$ cat src/hdl/c3f_pkg.sv
// Shared types and constants of the 3x3 convolution filter.
// No dependencies; imported by c3f_mac, conv3x3_image_filter and the testbench.
package c3f_pkg;

    // Fixed field and register widths
    localparam int PIX_W   = 8;
    localparam int LW_W    = 12;
    localparam int FH_W    = 16;
    localparam int KROW_W  = 48;
    localparam int SH_W    = 4;
    localparam int APB_DW  = 64;
    localparam int APB_AW  = 6;
    localparam int REGIX_W = 3;

    // Register map, one 64-bit slot per register
    typedef enum logic [REGIX_W-1:0] {
        REG_LINE_WIDTH   = 3'd0,
        REG_FRAME_HEIGHT = 3'd1,
        REG_KROW_TOP     = 3'd2,
        REG_KROW_MIDDLE  = 3'd3,
        REG_KROW_BOTTOM  = 3'd4,
        REG_RESULT_SHIFT = 3'd5
    } t_reg_idx;

    localparam logic [LW_W-1:0]   LINE_WIDTH_RST   = 12'd640;
    localparam logic [FH_W-1:0]   FRAME_HEIGHT_RST = 16'd480;
    localparam logic [KROW_W-1:0] KROW_TOP_RST     = 48'h0;
    localparam logic [KROW_W-1:0] KROW_MIDDLE_RST  = 48'h1000000;
    localparam logic [KROW_W-1:0] KROW_BOTTOM_RST  = 48'h0;
    localparam logic [SH_W-1:0]   SHIFT_RST        = 4'd8;

    // 3x3 window, row-major, entry 0 is top left
    typedef logic [8:0][PIX_W-1:0] t_win;

    // Three kernel rows, index 0 is the top row
    typedef logic [2:0][KROW_W-1:0] t_krows;

    // Position tags that travel with a result
    typedef struct packed {
        logic line_end;
        logic frame_end;
    } t_tag;

    // One result item
    typedef struct packed {
        logic [PIX_W-1:0] filtered_pixel;
        logic             saturated;
        logic             line_end;
        logic             frame_end;
    } t_res;

endpackage

$ cat src/hdl/c3f_mac.sv
// Multiply-accumulate, shift and clamp pipeline of the 3x3 filter.
// Depends on c3f_pkg; instantiated by conv3x3_image_filter.
module c3f_mac #(
    parameter int COEF_BITS = 16
) (
    input  logic                            i_clk,
    input  logic                            i_rst_n,
    input  logic                            i_en,
    input  logic                            i_vld,
    input  c3f_pkg::t_tag                   i_tag,
    input  c3f_pkg::t_win                   i_win,
    input  c3f_pkg::t_krows                 i_krows,
    input  logic [c3f_pkg::SH_W-1:0]        i_shift,
    output logic                            o_vld,
    output c3f_pkg::t_res                   o_res
);
    import c3f_pkg::*;

    localparam int PW = COEF_BITS + 9;          // one product
    localparam int RW = PW + 2;                 // sum of three
    localparam int SW = PW + 4;                 // sum of nine
    localparam int KW = (3 * COEF_BITS > KROW_W) ? 3 * COEF_BITS : KROW_W;

    logic signed [COEF_BITS-1:0] coef [9];
    logic signed [PW-1:0]        r_prod [9];
    logic signed [RW-1:0]        r_row [3];
    logic signed [SW-1:0]        r_sum;
    logic signed [SW-1:0]        shifted;
    logic                        r_a_vld, r_b_vld, r_c_vld;
    t_tag                        r_a_tag, r_b_tag, r_c_tag;
    logic [KW-1:0]               krow_ext [3];

    // Coefficient k of a row sits at bits k*COEF_BITS; bits past the register read as zero
    always_comb begin
        for (int i = 0; i < 3; i++) begin
            krow_ext[i] = KW'(i_krows[i]);
            for (int j = 0; j < 3; j++) begin
                coef[i*3+j] = $signed(krow_ext[i][j*COEF_BITS +: COEF_BITS]);
            end
        end
    end

    // Stage A: nine products, pixel taken as unsigned
    always_ff @(posedge i_clk) begin
        if (i_en) begin
            for (int k = 0; k < 9; k++) begin
                r_prod[k] <= PW'($signed({1'b0, i_win[k]})) * PW'(coef[k]);
            end
        end
    end

    // Stage B: row sums
    always_ff @(posedge i_clk) begin
        if (i_en) begin
            for (int i = 0; i < 3; i++) begin
                r_row[i] <= RW'(r_prod[i*3]) + RW'(r_prod[i*3+1]) + RW'(r_prod[i*3+2]);
            end
        end
    end

    // Stage C: total
    always_ff @(posedge i_clk) begin
        if (i_en) begin
            r_sum <= SW'(r_row[0]) + SW'(r_row[1]) + SW'(r_row[2]);
        end
    end

    // Valid and tags along the stages
    always_ff @(posedge i_clk) begin
        if (!i_rst_n) begin
            r_a_vld <= 1'b0;
            r_b_vld <= 1'b0;
            r_c_vld <= 1'b0;
        end else if (i_en) begin
            r_a_vld <= i_vld;
            r_b_vld <= r_a_vld;
            r_c_vld <= r_b_vld;
        end
    end

    always_ff @(posedge i_clk) begin
        if (i_en) begin
            r_a_tag <= i_tag;
            r_b_tag <= r_a_tag;
            r_c_tag <= r_b_tag;
        end
    end

    // Floor shift, then clamp to 0..255
    assign shifted = r_sum >>> i_shift;

    always_comb begin
        o_res.line_end  = r_c_tag.line_end;
        o_res.frame_end = r_c_tag.frame_end;
        if (shifted < 0) begin
            o_res.filtered_pixel = '0;
            o_res.saturated      = 1'b1;
        end else if (shifted > $signed(SW'(255))) begin
            o_res.filtered_pixel = '1;
            o_res.saturated      = 1'b1;
        end else begin
            o_res.filtered_pixel = shifted[PIX_W-1:0];
            o_res.saturated      = 1'b0;
        end
    end

    assign o_vld = r_c_vld;

endmodule

$ cat config.mk
export PLATFORM = sky130hd
export DESIGN_NAME = c3f_mac
export DESIGN_NICKNAME = d
export VERILOG_FILES = /design/src/hdl/c3f_pkg.sv /design/src/hdl/c3f_mac.sv
export SDC_FILE = /design/constraint.sdc
export NUM_CORES = 2
export LEC_CHECK = 0
export ABC_AREA = 1
export ABC_CLOCK_PERIOD_IN_PS = 10450
export BUFFER_PORTS_ARGS = -buffer_cell sky130_fd_sc_hd__buf_4
export CORE_MARGIN = 2
export CORE_UTILIZATION = 60
export CTS_CLUSTER_DIAMETER = 80
export DETAILED_ROUTE_END_ITERATION = 8
export PLACE_DENSITY = 0.78
export SYNTH_ARGS = -nofsm -noshare
export SYNTH_HDL_FRONTEND = slang
export SYNTH_SLANG_ARGS = --single-unit
export TNS_END_PERCENT = 100
$ cat constraint.sdc
create_clock -name i_clk -period 10.45 [get_ports i_clk]
set_input_delay 0 -clock i_clk [delete_from_list [all_inputs] [get_ports i_clk]]
set_output_delay 0 -clock i_clk [all_outputs]
set_load 0.005 [all_outputs]
== Yosys cells after proc, flatten, opt, wreduce, memory -nomap -nowiden ==
Memory sizes are Yosys's and may differ from the RTL's.
Cells that the tools add are included.

* Bits in registers: 38
* Latch bits: 0
* Bits in writable memories: 306
* ROM bits: 0
* Input port bits: 226
* Output and inout bits: 12
* Logic and storage cells: 36
* Memories: 2

{| class="wikitable"
|+ Memories
! memory !! depth !! bits a word !! read ports !! clocked after Yosys merged registers in !! write ports !! RTL line !! text
|-
| r_prod || 9 || 25 || 9 || 0 || 9 || c3f_mac.sv:25 || <nowiki>logic signed [PW-1:0] r_prod [9];</nowiki>
|-
| r_row || 3 || 27 || 3 || 0 || 3 || c3f_mac.sv:26 || <nowiki>logic signed [RW-1:0] r_row [3];</nowiki>
|}

* $add $sub $neg: 8
* $mul: 9
* Div/mod/pow operators: 0
* Order comparisons: 2
* Equality and inequality tests: 0
* Shift operators: 1
* Multiplexer cells: 4
* Bitwise logic cells: 0
* Reductions and logical operators: 0

{| class="wikitable"
|+ Operators with widths
! kind !! count
|-
| multiplier 9 x 16 -> 25 bit || 9
|-
| adder 26 x 25 -> 27 bit || 3
|-
| adder 25 x 25 -> 26 bit || 3
|-
| adder 28 x 27 -> 29 bit || 1
|-
| > comparator 29 x 9 -> 1 bit (second input constant) || 1
|-
| < comparator 29 x 1 -> 1 bit (second input constant) || 1
|-
| >>> shifter 29 x 4 -> 29 bit || 1
|-
| adder 27 x 27 -> 28 bit || 1
|-
| 2-to-1 mux 9 bit || 2
|-
| 2-to-1 mux 1 bit || 2
|}

== Longest topological paths before layout ==
* Depth after elaboration: 4
* Depth in mapped cells: 23
* Depth with buffers taken out: 21

== Least setup slack after synthesis ==
OpenSTA, ideal clock, no wires.

* Kind: in2reg
* Start: input port i_win[24] (netlist bit)
* End: memory r_prod[0][93] (netlist bit), data pin
* Setup time: 0.259 ns
* Arrival time: 3.963 ns
* Data required time: 10.191 ns
* Path slack: 6.228 ns
* Stages: 18
* Buffers on the path: 2
* Cells stage by stage: clkbuf_1 clkbuf_1 nand2_1 fa_1 inv_1 fa_1 fa_1 inv_1 fa_1 inv_1 ha_1 a21oi_1 o21ai_0 nand2b_1 a21oi_1 o21ai_0 nand2_1 nand2_1

{| class="wikitable"
|+ RTL lines
! element !! RTL line !! text
|-
| start, declared || c3f_mac.sv:11 || <nowiki>input c3f_pkg::t_win i_win,</nowiki>
|-
| end, declared || c3f_mac.sv:25 ||
|}

==> flow_metrics.env <==
export IMPL_crit_chain="dlygate4sd3_1 > buf_4 > nand2_1 > inv_1 > fa_1 > fa_1 > inv_1 > fa_1 > fa_1 > inv_1 > ha_1 > nand2_1 > o21ai_1 > nor2_1 > o21ai_1 > nand3_1 > nand2_1 > xor2_1"
export IMPL_wl_met2_mm=72.37
export IMPL_layout_drive_gt1_share_pct=3.894
export IMPL_critPathLaunchType="input port"
export IMPL_drt_wirelength_per_cell_um=15.77
export IMPL_wl_met3_mm=8.335
export IMPL_htree_levels=2
export IMPL_grt_max_degree=122
export IMPL_period_needed_ns=4.203
export IMPL_grt_setup_unrepaired="false"
export IMPL_post_cts_buffers=0
export IMPL_io_buffers=237
export IMPL_ys_flop_type="edfxtp_1"
export IMPL_finalCritPeriodShare_pct=40.22
export IMPL_synth_top_area_share_pct=32.22
export IMPL_tightestPinTransition_ns=1.018
export IMPL_top_layer_used="met4"
export IMPL_setup_viol=0
export IMPL_drc=0
export IMPL_cts_buffers=39
export IMPL_netlist_cell_type_count=44
export IMPL_endpoint_kind="flip-flop"
export IMPL_timing_fmax_ghz=0.2379
export IMPL_path_class="input port to flip-flop"
export IMPL_synth_most_common_cell="inv_1"
export IMPL_wl_mm=147.9
export IMPL_ios=238
export IMPL_rows=119
export IMPL_core_um2=105300
export IMPL_insertion_delay_ns=0.57
export IMPL_drt_met1_wl_mm=63.90
export IMPL_ctsResizeCount=0
export IMPL_syn_area_um2=63610
export IMPL_ys_ff_latch=344
export IMPL_worst_endpoint_required_ns=10.83
export IMPL_crit_top_cell="fa_1"
export IMPL_ys_seq_area_share_pct=16.19
export IMPL_yosys_area_top_type="fa_1"
export IMPL_maxCapViolCount=0
export IMPL_slew_headroom_pct=32.11
export IMPL_synthTopCellsByCount="inv_1, nand2_1, fa_1"
export IMPL_netlist_instances=7940
export IMPL_fillCellCount=8976
export IMPL_clock_root_buffer="clkbuf_16"
export IMPL_crit_fanout=8
export IMPL_status="complete, no violations"
export IMPL_grt_pass1_vias=51013
export IMPL_cts_buffer_depth=3
export IMPL_ctsHoldBuffers=39
export IMPL_cp_slowest_cell="dlygate4sd3_1"
export IMPL_syn_area_per_cell_um2=8.012
export IMPL_finalSetupTns_ns=0
export IMPL_synth_edf_count=341
export IMPL_cpPeakStageDelay_ns=0.56
export IMPL_cts_tree="built"
export IMPL_grt_use_total_pct=28.28
export IMPL_fin_area_um2=67540
export IMPL_cp_arrival_ns=4.58
export IMPL_finalHoldViolCount=0
export IMPL_die_area_um2=108600
export IMPL_dr_total_vias=49427
export IMPL_antenna_found_initial=6
export IMPL_first_iter_violations=3362
export IMPL_synth_area_leaders="fa_1, edfxtp_1, inv_1"
export IMPL_vias_per_cell=5.268
export IMPL_die_x_um=329.6
export IMPL_grt_pass1_wl_mm=249.7
export IMPL_gp_congestion=0.9388
export IMPL_start_util_pct=60.43
export IMPL_syn_nets=9742
export IMPL_area_growth_pct=6.166
export IMPL_clock_sinks=344
export IMPL_hold_path_class="input port to flip-flop"
export IMPL_gr_total_overflow=0
export IMPL_finalNetCount=9760
export IMPL_yosysWarnings=0
export IMPL_drtAntennaViolNets=0
export IMPL_path_clk_slew_ns=0.06
export IMPL_synthArstFlopShare_pct=0
export IMPL_drv_slew=0
export IMPL_place_area_um2=65920
export IMPL_dr_pass1_iters=6
export IMPL_fin_skew_ns=0.02309
export IMPL_dp_hpwl_mm=126.5
export IMPL_die_y_um=329.6
path summary, 6_finish.rpt:
kind,endpoint,slack [ns],start,depth (start not counted)
setup reg to reg,r_sum[25]$_DFFE_PP_,7.03,r_row[0][55]$_DFFE_PP_,12
setup / recovery,r_prod[0][163]$_DFFE_PP_,6.25,i_krows[97],18
hold / removal,r_prod[0][76]$_DFFE_PP_,0.03,i_win[25],4
hold reg to reg,r_b_tag[0]$_DFFE_PP_,0.42,r_a_tag[0]$_DFFE_PP_,0
cells by family after synthesis:
family,synth area share (%)
adders and majority gates,43.08
DFF,16.19
buffers and inverters,14.78
and+or+nand+nor,16.00
AOI/OAI and AO/OA,6.107
xor gates and xnor gates,3.841
flip-flops by register name, indices dropped and copies added (netlist names):
name and flops:
r_row 81, o_res 2, r_b_tag 2, r_a_vld 1, r_prod 225, o_vld 1
r_b_vld 1, r_sum 29, r_a_tag 2
final cells by class:
type	count	area, µm²	share of cell area [%]
Multi-Input combinational cell	5120	43910	65.02
Sequential cell	344	10300	15.25
Inverter	2174	8163	12.09
Timing Repair Buffer	279	2200	3.257
Tap cell	1391	1740	2.577
Clock buffer	48	1010	1.495
Clock inverter	21	198.9	0.2946
Antenna cell	6	15.01	0.02223
worst max-delay path: cells and delay by family:
| kind | cells | cell delay [ns] |
|---|---|---|
| buf+inv | 5 | 0.88 |
| xor+xnor | 1 | 0.26 |
| compound gates | 2 | 0.65 |
| fa+ha+maj | 5 | 2.21 |
| simple gates | 5 | 0.55 |
cell usage in the layout, fill, tap and decap left out, types with 17 or more instances in the layout:
master,count
o21ai_1,17
nand3_1,215
a31oi_1,23
a21oi_1,355
nor2_1,319
fa_1,1024
o21bai_1,26
nor3_1,23
dlygate4sd3_1,39
buf_4,239
nand4_1,68
inv_1,2171
xnor2_1,100
a21o_1,34
nor4_1,29
xor2_1,179
edfxtp_1,341
clkbuf_16,39
ha_1,552
o21ai_0,225
nand2_1,1862
stage by stage:
step / utilization [%] / setup WS, ns / std cells / hold slack, ns
5_1_grt: 64.16 / 6.074 / 9383 / 0.05017
3_3_place_gp: 62.62 / 5.959 / 9269 / 0.1901
3_5_place_dp: 62.62 / 5.989 / 9269 / 0.1801
2_1_floorplan: - / 6.228 / 7940 / 0.09887
4_1_cts: 64.14 / 6.323 / 9377 / 0.0008095
6_report: 64.16 / 6.247 / 9383 / 0.02646
per-layer routing:
metal	vias up	track usage (%)
met2	1505	48.50
met1	24037	39.22
met4	0	7.213
met5	-	0
li1	23639	-
met3	246	2.108
Power is left out: the tool's default activity adds up to more than one toggle a clock period on the data nets, which glitch-free logic cannot reach.
